<file path="src/design/crc8pf_pkg.sv">
// Package for the CRC-8 packet framer: field widths, frame constants,
// emission positions and the byte-wide CRC-8 update function.
// No dependencies.
package crc8pf_pkg;

    // Buffer size that bounds a whole frame (header, payload, trailer).
    localparam int TX_BUFFER_BYTES = 64;
    localparam int HEADER_BYTES    = 10;
    localparam int TRAILER_BYTES   = 2;

    // Stream widths.
    localparam int IN_TDATA_W  = 56;
    localparam int OUT_TDATA_W = 8;

    // Frame constants.
    localparam logic [7:0] SOF_BYTE   = 8'h5B;
    localparam logic [7:0] EOF_BYTE   = 8'h5D;
    localparam logic [7:0] CRC_POLY   = 8'h31;
    localparam logic [7:0] PKT_NUM    = 8'h00;

    // Frame length as the header/trailer overhead plus the payload length.
    localparam logic [9:0] OVERHEAD_LEN = 10'(HEADER_BYTES + TRAILER_BYTES);
    localparam logic [9:0] BUFFER_LEN   = 10'(TX_BUFFER_BYTES);

    // Emission positions within one item's run of output bytes.
    typedef logic [3:0] pos_t;
    localparam pos_t POS_START   = 4'd0;
    localparam pos_t POS_PKT_LO  = 4'd1;
    localparam pos_t POS_PKT_HI  = 4'd4;
    localparam pos_t POS_TS_0    = 4'd5;
    localparam pos_t POS_TS_1    = 4'd6;
    localparam pos_t POS_TS_2    = 4'd7;
    localparam pos_t POS_TS_3    = 4'd8;
    localparam pos_t POS_CMD     = 4'd9;
    localparam pos_t POS_PAYLOAD = 4'd10;
    localparam pos_t POS_END     = 4'd11;
    localparam pos_t POS_CRC     = 4'd12;

    // CRC-8, polynomial 0x31, MSB first, one byte folded in.
    function automatic logic [7:0] crc8_byte(input logic [7:0] crc, input logic [7:0] b);
        logic [7:0] c;
        c = crc ^ b;
        for (int i = 0; i < 8; i++)
        begin
            if (c[7])
                c = {c[6:0], 1'b0} ^ CRC_POLY;
            else
                c = {c[6:0], 1'b0};
        end
        return c;
    endfunction

endpackage

</file>
<file path="src/design/crc8_packet_framer.sv">
// CRC-8 packet framer top level: frames payload bytes with a header, an end
// flag and a CRC-8 trailer. Depends on crc8pf_pkg.
//
//  Channel | Signals                              | Item
//  --------+--------------------------------------+-------------------------------
//  input   | s_tvalid s_tready s_tdata            | one payload byte + frame info
//  output  | m_tvalid m_tready m_tdata m_tlast    | one framed byte, tlast on CRC
//
// A frame's first item yields 11, 12 or 13 output bytes, one per cycle while
// the output is not stalled; a mid-frame payload item yields one byte, and
// the last one three (byte, end flag, CRC). The next item is taken in the
// cycle its predecessor's last byte leaves the emitter. Items of an oversize
// frame are consumed with no output. Reset clears the frame state, the
// emitter and the output register.
// A stall on m_tready holds the output register and, behind it, the emitter.
module crc8_packet_framer
(
    input  logic                                   clk,
    input  logic                                   rst_n,
    input  logic                                   s_tvalid,
    output logic                                   s_tready,
    // [7:0] payload_byte, [15:8] payload_length, [23:16] command_id,
    // [55:24] time_stamp
    input  logic [crc8pf_pkg::IN_TDATA_W-1:0]      s_tdata,
    output logic                                   m_tvalid,
    input  logic                                   m_tready,
    // [7:0] tx_byte
    output logic [crc8pf_pkg::OUT_TDATA_W-1:0]     m_tdata,
    // frame_done
    output logic                                   m_tlast
);
    import crc8pf_pkg::*;

    // Input fields.
    logic [7:0]  payload_byte;
    logic [7:0]  payload_length;
    logic [7:0]  command_id;
    logic [31:0] time_stamp;

    assign payload_byte   = s_tdata[7:0];
    assign payload_length = s_tdata[15:8];
    assign command_id     = s_tdata[23:16];
    assign time_stamp     = s_tdata[55:24];

    // Frame state.
    logic [7:0] bytes_left_reg, bytes_left_next;
    logic       dropping_reg, dropping_next;
    logic [7:0] crc_reg;

    // Emitter job: the byte run owed for one accepted item.
    logic        job_valid_reg;
    pos_t        job_pos_reg;
    logic        job_payload_reg;
    logic        job_trailer_reg;
    logic [7:0]  job_byte_reg;
    logic [7:0]  job_cmd_reg;
    logic [31:0] job_ts_reg;

    // Output register.
    logic       m_valid_reg;
    logic [7:0] m_byte_reg;
    logic       m_last_reg;

    logic       s_accept;
    logic       emit;
    logic       job_end;
    pos_t       pos_next;
    logic [7:0] emit_byte;

    logic       new_job;
    pos_t       new_pos;
    logic       new_payload;
    logic       new_trailer;
    logic [9:0] frame_len;
    logic [7:0] bl_dec;

    // Emitter handshake: one byte per cycle whenever the output register frees up.
    assign emit     = job_valid_reg && (!m_valid_reg || m_tready);
    assign job_end  = (job_pos_reg == POS_CRC) ||
                      (job_pos_reg == POS_PAYLOAD && !job_trailer_reg);
    assign s_tready = !job_valid_reg || (emit && job_end);
    assign s_accept = s_tvalid && s_tready;

    // Next position, skipping the payload slot for an empty frame.
    always_comb
    begin
        if (job_pos_reg == POS_CMD && !job_payload_reg)
            pos_next = POS_END;
        else
            pos_next = job_pos_reg + 4'd1;
    end

    // Byte at the current position.
    always_comb
    begin
        if (job_pos_reg == POS_START)
            emit_byte = SOF_BYTE;
        else if (job_pos_reg >= POS_PKT_LO && job_pos_reg <= POS_PKT_HI)
            emit_byte = PKT_NUM;
        else if (job_pos_reg == POS_TS_0)
            emit_byte = job_ts_reg[7:0];
        else if (job_pos_reg == POS_TS_1)
            emit_byte = job_ts_reg[15:8];
        else if (job_pos_reg == POS_TS_2)
            emit_byte = job_ts_reg[23:16];
        else if (job_pos_reg == POS_TS_3)
            emit_byte = job_ts_reg[31:24];
        else if (job_pos_reg == POS_CMD)
            emit_byte = job_cmd_reg;
        else if (job_pos_reg == POS_PAYLOAD)
            emit_byte = job_byte_reg;
        else if (job_pos_reg == POS_END)
            emit_byte = EOF_BYTE;
        else
            emit_byte = crc_reg;
    end

    // Frame bookkeeping for an accepted item and the job it opens, if any.
    assign frame_len = OVERHEAD_LEN + {2'b00, payload_length};
    assign bl_dec    = bytes_left_reg - 8'd1;

    always_comb
    begin
        bytes_left_next = bytes_left_reg;
        dropping_next   = dropping_reg;
        new_job         = 1'b0;
        new_pos         = POS_PAYLOAD;
        new_payload     = 1'b1;
        new_trailer     = 1'b0;
        if (bytes_left_reg != 8'd0)
        begin
            // Mid-frame item: pass the byte through or discard it.
            bytes_left_next = bl_dec;
            if (dropping_reg)
            begin
                if (bl_dec == 8'd0)
                    dropping_next = 1'b0;
            end
            else
            begin
                new_job     = 1'b1;
                new_trailer = (bl_dec == 8'd0);
            end
        end
        else if (frame_len > BUFFER_LEN)
        begin
            // Oversize frame: swallow its remaining items.
            if (payload_length > 8'd1)
            begin
                bytes_left_next = payload_length - 8'd1;
                dropping_next   = 1'b1;
            end
        end
        else
        begin
            // First item of a frame: header, then payload and trailer as due.
            new_job         = 1'b1;
            new_pos         = POS_START;
            new_payload     = (payload_length != 8'd0);
            new_trailer     = (payload_length <= 8'd1);
            bytes_left_next = (payload_length == 8'd0) ? 8'd0 : payload_length - 8'd1;
        end
    end

    // Frame state registers.
    always_ff @(posedge clk or negedge rst_n)
    begin
        if (!rst_n)
        begin
            bytes_left_reg <= 8'd0;
            dropping_reg   <= 1'b0;
        end
        else if (s_accept)
        begin
            bytes_left_reg <= bytes_left_next;
            dropping_reg   <= dropping_next;
        end
    end

    // Running CRC over the emitted bytes; cleared as the CRC byte leaves.
    always_ff @(posedge clk or negedge rst_n)
    begin
        if (!rst_n)
            crc_reg <= 8'd0;
        else if (emit)
        begin
            if (job_pos_reg == POS_CRC)
                crc_reg <= 8'd0;
            else
                crc_reg <= crc8_byte(crc_reg, emit_byte);
        end
    end

    // Emitter job control.
    always_ff @(posedge clk or negedge rst_n)
    begin
        if (!rst_n)
        begin
            job_valid_reg   <= 1'b0;
            job_pos_reg     <= POS_START;
            job_payload_reg <= 1'b0;
            job_trailer_reg <= 1'b0;
        end
        else if (s_accept)
        begin
            job_valid_reg   <= new_job;
            job_pos_reg     <= new_pos;
            job_payload_reg <= new_payload;
            job_trailer_reg <= new_trailer;
        end
        else if (emit)
        begin
            if (job_end)
                job_valid_reg <= 1'b0;
            else
                job_pos_reg <= pos_next;
        end
    end

    // Emitter job payload.
    always_ff @(posedge clk)
    begin
        if (s_accept && new_job)
        begin
            job_byte_reg <= payload_byte;
            if (bytes_left_reg == 8'd0)
            begin
                job_cmd_reg <= command_id;
                job_ts_reg  <= time_stamp;
            end
        end
    end

    // Output register.
    always_ff @(posedge clk or negedge rst_n)
    begin
        if (!rst_n)
            m_valid_reg <= 1'b0;
        else if (emit)
            m_valid_reg <= 1'b1;
        else if (m_tready)
            m_valid_reg <= 1'b0;
    end

    always_ff @(posedge clk)
    begin
        if (emit)
        begin
            m_byte_reg <= emit_byte;
            m_last_reg <= (job_pos_reg == POS_CRC);
        end
    end

    assign m_tvalid = m_valid_reg;
    assign m_tdata  = m_byte_reg;
    assign m_tlast  = m_last_reg;

endmodule
</file>
<file path="config.mk">
export PLATFORM = sky130hd
export DESIGN_NAME = crc8_packet_framer
export DESIGN_NICKNAME = d
export VERILOG_FILES = /design/src/design/crc8pf_pkg.sv /design/src/design/crc8_packet_framer.sv
export SDC_FILE = /design/constraint.sdc
export NUM_CORES = 1
export LEC_CHECK = 0
export ABC_AREA = 0
export BUFFER_PORTS_ARGS = -buffer_cell sky130_fd_sc_hd__buf_4
export CORE_ASPECT_RATIO = 0.8
export CORE_MARGIN = 2
export CORE_UTILIZATION = 30
export CTS_CLUSTER_SIZE = 10
export DETAILED_ROUTE_END_ITERATION = 6
export GPL_ROUTABILITY_DRIVEN = 1
export PLACE_DENSITY_LB_ADDON = 0.3
export SLEW_MARGIN = 15
export SYNTH_ARGS = -nofsm -noshare
export SYNTH_HDL_FRONTEND = slang
export SYNTH_SLANG_ARGS = --single-unit
</file>
<file path="constraint.sdc">
create_clock -name clk -period 10.15 [get_ports clk]
set_clock_uncertainty 0.15 [all_clocks]
set_input_delay 1.5225 -clock clk [delete_from_list [all_inputs] [get_ports clk]]
set_output_delay 1.5225 -clock clk [all_outputs]
set_load 0.02 [all_outputs]
</file>
==> metrics.yaml <==
route:
  wl_per_cell_um: 16.71
  drt_iter0_markers: 310
  vias_per_cell: 5.212
  dr.pass1.iters: 5
  ant_nets: 0
  finalWirelength_um: 10980
  vias: 3424
  drc: 0
floorplanning:
  core_area_mm2: 0.01444
  start_util_pct: 31.01
  row_count: 39
  io_pins: 71
  die_h_um: 113.3
  die_w_um: 140.6
  design.die.area_mm2: 0.01593
worst_setup_path:
  cpPeakStageDelay_ns: 0.66
  crit_fanout: 20
  cp.required_ns: 8.48
  worst_path_max_delay_cell: "ha_1"
  crit_top_cell: "inv_1"
  path_cells: "inv_1 > ha_1 > inv_1 > o31ai_1 > nand2_1 > o21ai_0 > buf_4"
  crit_type: "reg -> out"
  startpoint: "job_pos_reg[0]"
  crit-reg2reg-launch: "job_pos_reg[0]"
  crit_arrival_ns: 2.85
  crit_family: "compound AO/OA/AOI/OAI gates"
  setup.worst_path.start_class: "flip-flop"
  critPathBufInv: 3
  end_kind: "output pin"
power:
  switching_power_uw: 746.5
  p_seq_share_pct: 28.0
  switching_share_pct: 39.45
  intPower_mw: 1.146
  power_frac_clock_pct: 15.7
  comb_power_share_pct: 56.3
  power_density_mw_per_mm2: 347.6
  p_leak_nw: 2.095
  finalPower_mw: 1.892
  ir_worst_vdd_v: 0.0001435
global_route:
  antenna_found_initial: 0
  grt_remaining_overflow: 0
  track_usage_pct: 14.26
  grt_pass1_vias: 3280
  grt_start_max_net_pins: 42
  grt_pass1_wl_um: 17570
cts:
  post_cts_buffers: 0
  clk_latency_ns: 0.34
  numCtsBuffers: 9
  cts_buffer_depth: 2
  holdBufCountCts: 0
  cts.clk_slew.worst_paths_ns: 0.06
  clock_sinks: 82
  tritoncts: "yes"
  cts.repair.resized: 0
  htree_levels: 3
  cts-root-buf: "clkbuf_16"
min_path:
  min_path_type: "reg -> reg"
  worstHoldStart: "job_valid_reg"
layout:
  drive_gt1_share_pct: 21.99
  final_cell_mix: "buf_4 (70), edfxtp_1 (57), a21oi_1 (29), nand2_1 (27), o21ai_0 (26)"
  fin_nets: 538
  largest_reg_flops: 32
  area_growth_pct: 21.54
  fill_cells: 1409
  final_common_cell: "buf_4"
  antenna_cells: 0
  post-route-util_pct: 37.69
  design_area_mm2: 0.005444
yosys:
  ys_types: 72
  netlist_instances: 404
  synthFlopType: "edfxtp_1"
  synth_area_mm2: 0.004479
  yosys_warnings: 0
  synth.net_count: 474
  avgSynthCellArea_um2: 11.09
  synth_top_cell_by_area: "edfxtp_1"
  yosysTopAreaCellShare_pct: 38.21
  synth-seq-area-share_pct: 52.18
  synth_edf_count: 57
  synth_area_leaders: "edfxtp_1 (38%), dfrtp_1 (14%), a21oi_1 (3.2%)"
  ys_ff_latch: 82
  synthArstFlopShare_pct: 30.49
timing:
  rsz0062_at_grt: "false"
  tns_ns: 0
  worst_pin_slew_ns: 0.9170
  slew_headroom_pct: 38.86
  setup_violations: 0
  finalCritPeriodShare_pct: 44.52
  finalHoldViolations: 0
  clock.fmax_mhz: 221.3
  slew_viol_final: 0
  period_minus_slack_ns: 4.518
placement:
  dpl_cell_area_mm2: 0.005151
  hpwl_um: 8130
  io_buffer_count: 70
  routabilityCongestion: 0.8632
outcome:
  status: "complete, no violations"
flow_run:
  cap_violations: 0
[power groups by stage]
stage	combinational [mW]	clock (mW)	sequential, mW
after global routing	1.16	0.318	0.541
final	1.07	0.296	0.530
after global placement	1.04	0	0.534
after floorplan	0.829	0	0.528
after CTS	1.07	0.304	0.530
after detailed placement	1.06	0	0.536
[layer usage]
layer	routed length, µm	up-vias	GRT usage (%)
met5	0	-	0
met3	726	14	3.132
li1	-	1638	-
met1	5541	1643	21.96
met4	144	0	4.600
met2	4563	129	19.71
[final timing paths]
check / to / slack (ns) / depth (start not counted)
max: s_tready / 5.63 / 7
min: m_tvalid / 0.36 / 1
max reg2reg: crc_reg[1] / 6.01 / 10
min reg2reg: m_tvalid / 0.36 / 1
max in group asynchronous: job_pos_reg[1] / 8.65 / 1
min in group asynchronous: bytes_left_reg[4] / 0.93 / 1
[cells in the mapped netlist (4+ instances only)]
master / number
clkbuf_1: 7
nand2_1: 27
buf_4: 4
nor2_1: 25
edfxtp_1: 57
xnor2_1: 13
dfrtp_1: 25
o21ai_1: 10
nor3_1: 13
xnor3_1: 4
xor2_1: 4
nand2b_1: 5
a31oi_1: 6
nor2b_1: 7
nand3b_1: 4
nand3_1: 5
o211ai_1: 5
inv_1: 23
a211oi_1: 5
ha_1: 10
o32a_1: 4
buf_2: 7
or3_1: 4
o21ai_0: 26
nand4_1: 4
a21oi_1: 29
[cell type report]
| type | instances | area [µm²] | share of cell area (%) |
|---|---|---|---|
| clock inverter | 6 | 43.79 | 0.8044 |
| inverter | 23 | 86.33 | 1.586 |
| multi-input combinational | 281 | 1972 | 36.22 |
| sequential | 82 | 2337 | 42.93 |
| tap | 184 | 230.2 | 4.229 |
| clock buffer | 10 | 229.0 | 4.206 |
| timing repair buffer | 71 | 545.5 | 10.02 |
[worst register-to-register path, cell delays in order, from the launching register on]
cell and delay, ns:
dfrtp_1 0.44, inv_1 0.11, ha_1 0.71, and2b_4 0.30
nor2_1 0.57, nor2_1 0.14, a21bo_2 0.24, a21oi_1 0.30
xnor3_2 0.47, or4b_1 0.53, nand4_1 0.11
[metrics by stage]
stage,instances,setup slack (ns),hold slack (ns)
global route,657,5.301,0.3846
finish,657,5.632,0.3559
detailed placement,640,5.796,0.3445
CTS,656,5.666,0.3554
floorplan,404,5.177,0.3003
global placement,640,5.923,0.3400
[cell families after synthesis]
| logic type | Yosys count | share of synthesized area (%) |
|---|---|---|
| adders and majority gates | 10 | 2.793 |
| xor gates and xnor gates | 25 | 7.123 |
| buffers and inverters | 41 | 3.966 |
| muxes | 1 | 0.2235 |
| AOI/OAI and AO/OA | 124 | 18.74 |
| DFF | 82 | 52.18 |
| and+or+nand+nor | 121 | 14.97 |
Note: power is estimated with default switching activity, not from simulation.
